**src/design/rc5_pkg.sv**
```systemverilog
`timescale 1ns / 1ps
`default_nettype none
// ----------------------------------------------------------------------------
// rc5_pkg
// Shared constants and types of the RC5 edge decoder: frame length, gap
// classes, phase codes, register map and field positions.
// ----------------------------------------------------------------------------
package rc5_pkg;

	localparam int FRAME_BITS_DEF = 14;

	// gap classes
	typedef logic [1:0] gap_class_t;
	localparam gap_class_t GAP_INVALID = 2'd0;
	localparam gap_class_t GAP_LONG    = 2'd1;
	localparam gap_class_t GAP_SHORT   = 2'd2;

	// decoder phases
	typedef logic [2:0] phase_t;
	localparam phase_t PH_IDLE   = 3'd0;
	localparam phase_t PH_START1 = 3'd1;
	localparam phase_t PH_START2 = 3'd2;
	localparam phase_t PH_TOGGLE = 3'd3;
	localparam phase_t PH_DATA   = 3'd4;
	localparam phase_t PH_SKIP   = 3'd5;

	// register map, index = paddr[3:2]
	localparam int PADDR_W = 4;
	typedef logic [1:0] reg_idx_t;
	localparam reg_idx_t REG_LONG_FLOOR  = 2'd0;
	localparam reg_idx_t REG_SHORT_FLOOR = 2'd1;
	localparam reg_idx_t REG_OVF_CEIL    = 2'd2;

	localparam logic [7:0] LONG_FLOOR_RST  = 8'd167;
	localparam logic [7:0] SHORT_FLOOR_RST = 8'd55;
	localparam logic [7:0] OVF_CEIL_RST    = 8'd78;

	// fixed bit positions inside a frame
	localparam int POS_START0 = 0;
	localparam int POS_START1 = 1;
	localparam int POS_TOGGLE = 2;
	localparam int POS_ADDR   = 3;
	localparam int POS_CMD    = 8;
	localparam int ADDR_W     = 5;
	localparam int CMD_W      = 6;

endpackage

`default_nettype wire

```
**src/design/rc5_if.sv**
```systemverilog
`timescale 1ns / 1ps
`default_nettype none
// ----------------------------------------------------------------------------
// rc5 channel interfaces
// Valid/ready channels for line edges in and decoded frame results out.
// ----------------------------------------------------------------------------
interface rc5_edge_if;
	logic       valid;
	logic       ready;
	logic [7:0] gap_ticks;
	logic       gap_overflow;

	modport source (output valid, output gap_ticks, output gap_overflow, input ready);
	modport sink   (input valid, input gap_ticks, input gap_overflow, output ready);
endinterface

interface rc5_frame_if;
	logic       valid;
	logic       ready;
	logic       frame_done;
	logic       frame_error;
	logic       toggle_flag;
	logic [4:0] device_address;
	logic [5:0] command_code;

	modport source (output valid, output frame_done, output frame_error,
		output toggle_flag, output device_address, output command_code, input ready);
	modport sink   (input valid, input frame_done, input frame_error,
		input toggle_flag, input device_address, input command_code, output ready);
endinterface

`default_nettype wire

```
**src/design/rc5_edge_decoder.sv**
```systemverilog
`timescale 1ns / 1ps
`default_nettype none
// ----------------------------------------------------------------------------
// rc5_edge_decoder
// RC5 style Manchester frame decoder fed with one infrared line edge per item.
//
//   channel     dir   payload                                   unit
//   edge_in     in    gap_ticks, gap_overflow                   one line edge
//   frame_out   out   frame_done, frame_error, toggle_flag,     one result per edge
//                     device_address, command_code
//   apb         in    long/short gap floor, overflow ceiling    config write/read
//
// One edge per cycle sustained while frame_out is ready; an edge is held in the
// input register, then decoded into the result register.
// The decode state is updated in the same cycle that the result register loads.
// A stalled result holds the input register; edge_in.ready falls only then.
// Reset clears the decode state, the bit store and loads the default limits.
// ----------------------------------------------------------------------------
module rc5_edge_decoder
	import rc5_pkg::*;
#(
	parameter int FRAME_BITS = FRAME_BITS_DEF
) (
	input  wire logic               clk,
	input  wire logic               arst_n,
	rc5_edge_if.sink                edge_in,
	rc5_frame_if.source             frame_out,
	input  wire logic               psel,
	input  wire logic               penable,
	input  wire logic               pwrite,
	input  wire logic [PADDR_W-1:0] paddr,
	input  wire logic [31:0]        pwdata,
	output logic      [31:0]        prdata,
	output logic                    pready
);

	localparam int CNT_W = $clog2(FRAME_BITS + 1);
	localparam int IDX_W = $clog2(FRAME_BITS);
	localparam logic [CNT_W-1:0] CNT_FULL = CNT_W'(FRAME_BITS);
	localparam logic [CNT_W-1:0] CNT_TOGGLE_NEXT = CNT_W'(POS_TOGGLE + 1);

	// configuration
	logic [7:0] long_floor_q, short_floor_q, ovf_ceil_q;
	reg_idx_t   reg_idx;
	logic       cfg_wr;

	assign pready  = 1'b1;
	assign reg_idx = paddr[3:2];
	assign cfg_wr  = psel && penable && pwrite;

	always_ff @(posedge clk or negedge arst_n) begin
		if (!arst_n) begin
			long_floor_q  <= LONG_FLOOR_RST;
			short_floor_q <= SHORT_FLOOR_RST;
			ovf_ceil_q    <= OVF_CEIL_RST;
		end else if (cfg_wr) begin
			case (reg_idx)
				REG_LONG_FLOOR:  long_floor_q  <= pwdata[7:0];
				REG_SHORT_FLOOR: short_floor_q <= pwdata[7:0];
				REG_OVF_CEIL:    ovf_ceil_q    <= pwdata[7:0];
				default: ;
			endcase
		end
	end

	always_comb begin
		case (reg_idx)
			REG_LONG_FLOOR:  prdata = {24'd0, long_floor_q};
			REG_SHORT_FLOOR: prdata = {24'd0, short_floor_q};
			REG_OVF_CEIL:    prdata = {24'd0, ovf_ceil_q};
			default:         prdata = 32'd0;
		endcase
	end

	// input register
	logic       vld_s1;
	logic [7:0] ticks_s1;
	logic       ovf_s1;
	logic       out_vld_q;
	logic       advance;

	assign advance       = vld_s1 && (!out_vld_q || frame_out.ready);
	assign edge_in.ready = !vld_s1 || advance;

	always_ff @(posedge clk or negedge arst_n) begin
		if (!arst_n) begin
			vld_s1 <= 1'b0;
		end else if (edge_in.ready) begin
			vld_s1 <= edge_in.valid;
		end
	end

	always_ff @(posedge clk) begin
		if (edge_in.valid && edge_in.ready) begin
			ticks_s1 <= edge_in.gap_ticks;
			ovf_s1   <= edge_in.gap_overflow;
		end
	end

	// decode state
	phase_t                 phase_q, phase_nx;
	logic [CNT_W-1:0]       bit_idx_q, bit_idx_nx;
	logic [FRAME_BITS-1:0]  bits_q, bits_nx;
	logic                   exp_rise_q, exp_rise_nx;

	gap_class_t             gap;
	logic                   is_short;
	logic                   abort, done;
	logic [CNT_W-1:0]       prev_idx, idx_inc;
	logic                   prev_bit;
	logic                   wr_en, wr_val;
	logic [ADDR_W-1:0]      addr_nx;
	logic [CMD_W-1:0]       cmd_nx;

	always_comb begin
		if (ovf_s1) begin
			gap = (ticks_s1 > ovf_ceil_q) ? GAP_INVALID : GAP_LONG;
		end else if (ticks_s1 > long_floor_q) begin
			gap = GAP_LONG;
		end else if (ticks_s1 >= short_floor_q) begin
			gap = GAP_SHORT;
		end else begin
			gap = GAP_INVALID;
		end
	end

	assign is_short = (gap == GAP_SHORT);
	assign prev_idx = bit_idx_q - CNT_W'(1);
	assign prev_bit = (prev_idx < CNT_FULL) ? bits_q[prev_idx[IDX_W-1:0]] : 1'b0;
	assign idx_inc  = bit_idx_q + CNT_W'(1);

	always_comb begin
		phase_nx   = phase_q;
		bit_idx_nx = bit_idx_q;
		bits_nx    = bits_q;
		abort      = 1'b0;
		done       = 1'b0;
		wr_en      = 1'b0;
		wr_val     = 1'b0;
		if (gap == GAP_INVALID && phase_q != PH_IDLE) begin
			abort = 1'b1;
		end else begin
			case (phase_q)
				PH_IDLE: begin
					bits_nx[POS_START0] = 1'b1;
					phase_nx = PH_START1;
				end
				PH_START1: begin
					if (!is_short) begin
						abort = 1'b1;
					end else begin
						bits_nx[POS_START1] = 1'b1;
						phase_nx = PH_START2;
					end
				end
				PH_START2: begin
					if (!is_short) abort = 1'b1;
					else phase_nx = PH_TOGGLE;
				end
				PH_TOGGLE: begin
					bits_nx[POS_TOGGLE] = is_short;
					phase_nx   = is_short ? PH_SKIP : PH_DATA;
					bit_idx_nx = CNT_TOGGLE_NEXT;
				end
				PH_DATA: begin
					// bit follows previous bit only on the matching edge polarity
					if (!prev_bit && !exp_rise_q) begin
						wr_en  = 1'b1;
						wr_val = !is_short;
					end else if (prev_bit && exp_rise_q) begin
						wr_en  = 1'b1;
						wr_val = is_short;
					end
					if (wr_en && is_short) phase_nx = PH_SKIP;
					if (wr_en && bit_idx_q < CNT_FULL) begin
						bits_nx[bit_idx_q[IDX_W-1:0]] = wr_val;
					end
					bit_idx_nx = idx_inc;
					done = (idx_inc == CNT_FULL);
				end
				PH_SKIP: begin
					phase_nx = PH_DATA;
				end
				default: begin
					abort = 1'b1;
				end
			endcase
		end
		if (abort || done) begin
			phase_nx    = PH_IDLE;
			bit_idx_nx  = '0;
			exp_rise_nx = 1'b0;
		end else begin
			exp_rise_nx = !exp_rise_q;
		end
	end

	assign addr_nx = {bits_nx[POS_ADDR], bits_nx[POS_ADDR+1], bits_nx[POS_ADDR+2],
		bits_nx[POS_ADDR+3], bits_nx[POS_ADDR+4]};
	assign cmd_nx  = {bits_nx[POS_CMD], bits_nx[POS_CMD+1], bits_nx[POS_CMD+2],
		bits_nx[POS_CMD+3], bits_nx[POS_CMD+4], bits_nx[POS_CMD+5]};

	always_ff @(posedge clk or negedge arst_n) begin
		if (!arst_n) begin
			phase_q    <= PH_IDLE;
			bit_idx_q  <= '0;
			bits_q     <= '0;
			exp_rise_q <= 1'b0;
		end else if (advance) begin
			phase_q    <= phase_nx;
			bit_idx_q  <= bit_idx_nx;
			bits_q     <= bits_nx;
			exp_rise_q <= exp_rise_nx;
		end
	end

	// result register
	logic              done_q, error_q, toggle_q;
	logic [ADDR_W-1:0] addr_q;
	logic [CMD_W-1:0]  cmd_q;

	always_ff @(posedge clk or negedge arst_n) begin
		if (!arst_n) begin
			out_vld_q <= 1'b0;
		end else if (advance) begin
			out_vld_q <= 1'b1;
		end else if (frame_out.ready) begin
			out_vld_q <= 1'b0;
		end
	end

	always_ff @(posedge clk) begin
		if (advance) begin
			done_q   <= done;
			error_q  <= abort;
			toggle_q <= done && bits_nx[POS_TOGGLE];
			addr_q   <= done ? addr_nx : '0;
			cmd_q    <= done ? cmd_nx : '0;
		end
	end

	assign frame_out.valid          = out_vld_q;
	assign frame_out.frame_done     = done_q;
	assign frame_out.frame_error    = error_q;
	assign frame_out.toggle_flag    = toggle_q;
	assign frame_out.device_address = addr_q;
	assign frame_out.command_code   = cmd_q;

endmodule

`default_nettype wire

```
**src/flat_wrapper.sv**
```systemverilog
// flat-port wrapper written by rule: the top's interface ports become plain ports
module rc5_edge_decoder_flat import rc5_pkg::*;
#(
	parameter int FRAME_BITS = FRAME_BITS_DEF
)
  (clk, arst_n, psel, penable, pwrite, paddr, pwdata, prdata, pready, edge_in_valid, edge_in_gap_ticks, edge_in_gap_overflow, edge_in_ready, frame_out_valid, frame_out_frame_done, frame_out_frame_error, frame_out_toggle_flag, frame_out_device_address, frame_out_command_code, frame_out_ready);
  rc5_edge_if edge_in_i ();
  rc5_frame_if frame_out_i ();
  input  wire logic clk;
  input  wire logic arst_n;
  input  wire logic psel;
  input  wire logic penable;
  input  wire logic pwrite;
  input  wire logic [PADDR_W-1:0] paddr;
  input  wire logic [31:0] pwdata;
  output logic      [31:0] prdata;
  output logic pready;
  input wire logic [$bits(edge_in_i.valid)-1:0] edge_in_valid;
  input wire logic [$bits(edge_in_i.gap_ticks)-1:0] edge_in_gap_ticks;
  input wire logic [$bits(edge_in_i.gap_overflow)-1:0] edge_in_gap_overflow;
  output wire logic [$bits(edge_in_i.ready)-1:0] edge_in_ready;
  output wire logic [$bits(frame_out_i.valid)-1:0] frame_out_valid;
  output wire logic [$bits(frame_out_i.frame_done)-1:0] frame_out_frame_done;
  output wire logic [$bits(frame_out_i.frame_error)-1:0] frame_out_frame_error;
  output wire logic [$bits(frame_out_i.toggle_flag)-1:0] frame_out_toggle_flag;
  output wire logic [$bits(frame_out_i.device_address)-1:0] frame_out_device_address;
  output wire logic [$bits(frame_out_i.command_code)-1:0] frame_out_command_code;
  input wire logic [$bits(frame_out_i.ready)-1:0] frame_out_ready;
  assign edge_in_i.valid = edge_in_valid;
  assign edge_in_i.gap_ticks = edge_in_gap_ticks;
  assign edge_in_i.gap_overflow = edge_in_gap_overflow;
  assign edge_in_ready = edge_in_i.ready;
  assign frame_out_valid = frame_out_i.valid;
  assign frame_out_frame_done = frame_out_i.frame_done;
  assign frame_out_frame_error = frame_out_i.frame_error;
  assign frame_out_toggle_flag = frame_out_i.toggle_flag;
  assign frame_out_device_address = frame_out_i.device_address;
  assign frame_out_command_code = frame_out_i.command_code;
  assign frame_out_i.ready = frame_out_ready;
  rc5_edge_decoder #(.FRAME_BITS(FRAME_BITS)) u_core (.clk(clk), .arst_n(arst_n), .edge_in(edge_in_i), .frame_out(frame_out_i), .psel(psel), .penable(penable), .pwrite(pwrite), .paddr(paddr), .pwdata(pwdata), .prdata(prdata), .pready(pready));
endmodule
```
**config.mk**
```make
export PLATFORM = sky130hd
export DESIGN_NAME = rc5_edge_decoder_flat
export DESIGN_NICKNAME = d
export VERILOG_FILES = /design/src/design/rc5_pkg.sv /design/src/design/rc5_if.sv /design/src/design/rc5_edge_decoder.sv /design/src/flat_wrapper.sv
export SDC_FILE = /design/constraint.sdc
export NUM_CORES = 1
export LEC_CHECK = 0
export ABC_AREA = 1
export BUFFER_PORTS_ARGS = -buffer_cell sky130_fd_sc_hd__buf_4
export CAP_MARGIN = 10
export CORE_UTILIZATION = 50
export DETAILED_ROUTE_END_ITERATION = 8
export GPL_TIMING_DRIVEN = 0
export PLACE_DENSITY_LB_ADDON = 0.25
export SYNTH_ARGS = -nofsm -noshare
export SYNTH_HDL_FRONTEND = slang
export SYNTH_SLANG_ARGS = --single-unit
```
**constraint.sdc**
```tcl
create_clock -name clk -period 4.2 [get_ports clk]
set_input_delay 0.21 -clock clk [delete_from_list [all_inputs] [get_ports clk]]
set_output_delay 0.21 -clock clk [all_outputs]
set_load 0.1 [all_outputs]
```
==> flow_metrics.tcl <==
set metrics [dict create \
    status "finished clean" \
    grt_pass1_wl_mm 17.0 \
    ant_nets 0 \
    grt_pass1_vias 3642 \
    synthArstFlopShare 0.676 \
    clkLatencyLatePin_ns 0.35 \
    drv_slew 0 \
    start_util 0.519 \
    p_total_mw 3.27 \
    crit_type "reg -> reg" \
    dieArea_um2 9490 \
    ys_types 44 \
    cts_buffers 9 \
    synthAdderAreaFrac 0.0852 \
    diodes 0 \
    slew_headroom 0.579 \
    synth-compound-area-share 0.115 \
    grt_setup_unrepaired "false" \
    layout_common_cells "124 x nand2_1, 85 x inv_1, 75 x buf_4" \
    ys_warn_count 0 \
    ys_seq_area_frac 0.419 \
    cp.arrival_ns 3.98 \
    period_needed_ns 3.87 \
    via_count 3787 \
    drt_iter0_drc 173 \
    p_comb_frac 0.496 \
    hold_path.class "in -> reg" \
    sequentialPowerShare 0.311 \
    power_density_nw_per_um2 605 \
    clock-root-buffer "clkbuf_8" \
    syn-cell-area_um2 4550 \
    place_inst 747 \
    cp_max_fo 12 \
    fin_worst_skew_ns 0.0131 \
    final-instance-count-excl-fill 765 \
    vias_per_cell 4.95 \
    crit_required_ns 4.31 \
    ff_latch_area_um2 1910 \
    synth_top_family_by_area "simple AND/OR/NAND/NOR gates" \
    grt.total_usage 0.222 \
    io_buffers 49 \
    cts_buffer_depth 2 \
    place_hpwl_mm 7.56 \
    fillers 781 \
    dpl_cell_area_um2 5140 \
    post_drt_wl_per_cell_um 13.0 \
    cts_setup_buffers 0 \
    final_cell_area_um2 5400 \
    area_delta_synth_final_pct 18.6 \
    synthCells 567 \
    net-switching-power_mw 1.55 \
    ioPinCount 101 \
    first_pass_iters 4 \
    final_common_cell "nand2_1" \
    period_share 0.922 \
    max_freq_ghz 0.258 \
    drc 0 \
    ys.flop_type "dfrtp_1" \
    h-tree-depth 3 \
    setup_viol 0 \
    synth_mux_area_frac 0 \
    routed_wirelength_mm 9.92 \
    syn_avg_cell_area_um2 8.03 \
    cts_tree "built" \
    die_x_um 97.4 \
    grt_max_degree 49 \
    fin_nets 735 \
    rows 34 \
    holdWs_ns 0.0242 \
    synth-simple-area-share 0.239 \
    synth-seq-cells 71 \
    core_region_area_um2 8760 \
    clock_sink_count 71 \
    p_sw_frac 0.473 \
    drv_cap 0 \
    path_clk_slew_ns 0.09 \
    drive_gt1_frac 0.230 \
    leakage_nw 2.72 \
    power.internal_mw 1.72 \
    antenna_found_initial 0 \
    fin_tns_setup_ns 0 \
    clockPowerShare 0.193 \
    ir_drop_mv 0.357 \
    tightest_slew_ns 0.629 \
    overflow 0 \
    worst_setup_path_start_kind "flop" \
    synth-xor-area-share 0.00577 \
    hold_violations 0 \
    multi_input_area_um2 2120 \
    place_congestion 0.944 \
    end_kind "flop" \
    synth_edf_count 23 \
    die_h_um 97.4 \
]
==> sequential cells by signal, summed over array words and instances (netlist names) <==
signal and count:
u_core.bits_q 14, u_core.long_floor_q 8, u_core.ovf_ceil_q 8, u_core.short_floor_q 8, u_core.ticks_s1 8, u_core.frame_out.command_code 6
u_core.frame_out.device_address 5, u_core.bit_idx_q 4, u_core.phase_q 3, u_core.exp_rise_q 1, u_core.frame_out.frame_done 1, u_core.frame_out.frame_error 1
u_core.frame_out.toggle_flag 1, u_core.frame_out.valid 1, u_core.ovf_s1 1, u_core.vld_s1 1
==> power by group through the flow <==
stage,logic [mW],registers [mW],clock network (mW)
after floorplan,1.14,1.14,0
after global placement,1.56,1.02,0
after detailed placement,1.60,1.02,0
after CTS,1.61,1.01,0.643
after global routing,1.80,1.03,0.672
final,1.62,1.02,0.630
==> final cells by class <==
class / instances / area share
Clock inverter: 7 / 0.0190
Timing Repair Buffer: 51 / 0.0728
Multi-Input combinational cell: 392 / 0.393
Tap cell: 108 / 0.0250
Buffer: 37 / 0.0498
Inverter: 90 / 0.0638
Clock buffer: 9 / 0.0230
Sequential cell: 71 / 0.354
==> path summary, 6_finish.rpt <==
path,startpoint,to,slack (ns),depth (start not counted)
worst max register to register,u_core.bit_idx_q[0],u_core.frame_out.device_address[2],0.33,21
worst min register to register,u_core.ovf_ceil_q[3],u_core.ovf_ceil_q[3],0.49,2
worst max-delay path,u_core.bit_idx_q[0],u_core.frame_out.device_address[2],0.33,21
min in group asynchronous,arst_n,u_core.long_floor_q[3],0.41,2
worst min-delay path,edge_in_gap_ticks[2],u_core.ticks_s1[2],0.02,1
max in group asynchronous,arst_n,u_core.long_floor_q[6],3.39,2
==> through the flow <==
step / setup WS, ns / utilization
global placement: 0.408 / 0.587
global route: 0.0494 / 0.616
detailed placement: 0.328 / 0.587
floorplan: 0.950 / -
CTS: 0.298 / 0.614
finish: 0.329 / 0.616
==> synth_stat cells, types with 7 or more instances <==
master | number | share of area
nand2_1 | 124 | 0.10
inv_1 | 85 | 0.070
nor2_1 | 44 | 0.036
o21ai_0 | 38 | 0.042
nand3_1 | 35 | 0.038
dfrtp_1 | 34 | 0.19
ha_1 | 31 | 0.085
buf_4 | 26 | 0.043
edfxtp_1 | 23 | 0.15
nand2_2 | 23 | 0.032
a21oi_1 | 20 | 0.022
dfstp_2 | 14 | 0.081
o21ai_1 | 13 | 0.014
o221ai_1 | 7 | 0.013
==> timing repair <==
| action | 4_1_cts | 5_1_grt |
|---|---|---|
| setup endpoints to repair | 0 | 10 |
| endpoints found under the hold margin | 34 | 0 |
| gates resized for setup | 0 | 1 |
| hold buffers | 1 | 0 |
==> layer usage <==
| metal | global-route usage | share of wire | vias to the layer above | routed length, um |
|---|---|---|---|---|
| met3 | 0.0525 | 0.063 | 14 | 627 |
| li1 | - | - | 1949 | - |
| met5 | 0 | 0 | - | 0 |
| met4 | 0.0690 | 0.014 | 0 | 142 |
| met2 | 0.339 | 0.44 | 104 | 4400 |
| met1 | 0.313 | 0.48 | 1720 | 4750 |
==> cells by family after synthesis <==
logic type | count (synthesis)
other | 2
adders and majority gates | 31
xor gates and xnor gates | 3
buffers and inverters | 127
AOI/OAI and AO/OA | 92
DFF | 71
and+or+nand+nor | 241
==> worst max-delay path: stages, from the launching register on <==
cell and delay (ns):
dfrtp_1 0.42, buf_2 0.27, clkinvlp_4 0.26, ha_1 0.47, inv_1 0.12, a21oi_1 0.12
o21ai_0 0.09, nand2_1 0.07, nor2_1 0.04, a311o_1 0.27, nand2_1 0.11, inv_1 0.06
ha_1 0.28, inv_1 0.08, o21ai_1 0.14, nor2_1 0.18, inv_1 0.09, nor2_4 0.16
buf_6 0.16, nand3_1 0.11, nand2_1 0.10, nor2_1 0.04
Note: power is estimated with default switching activity, not from simulation.
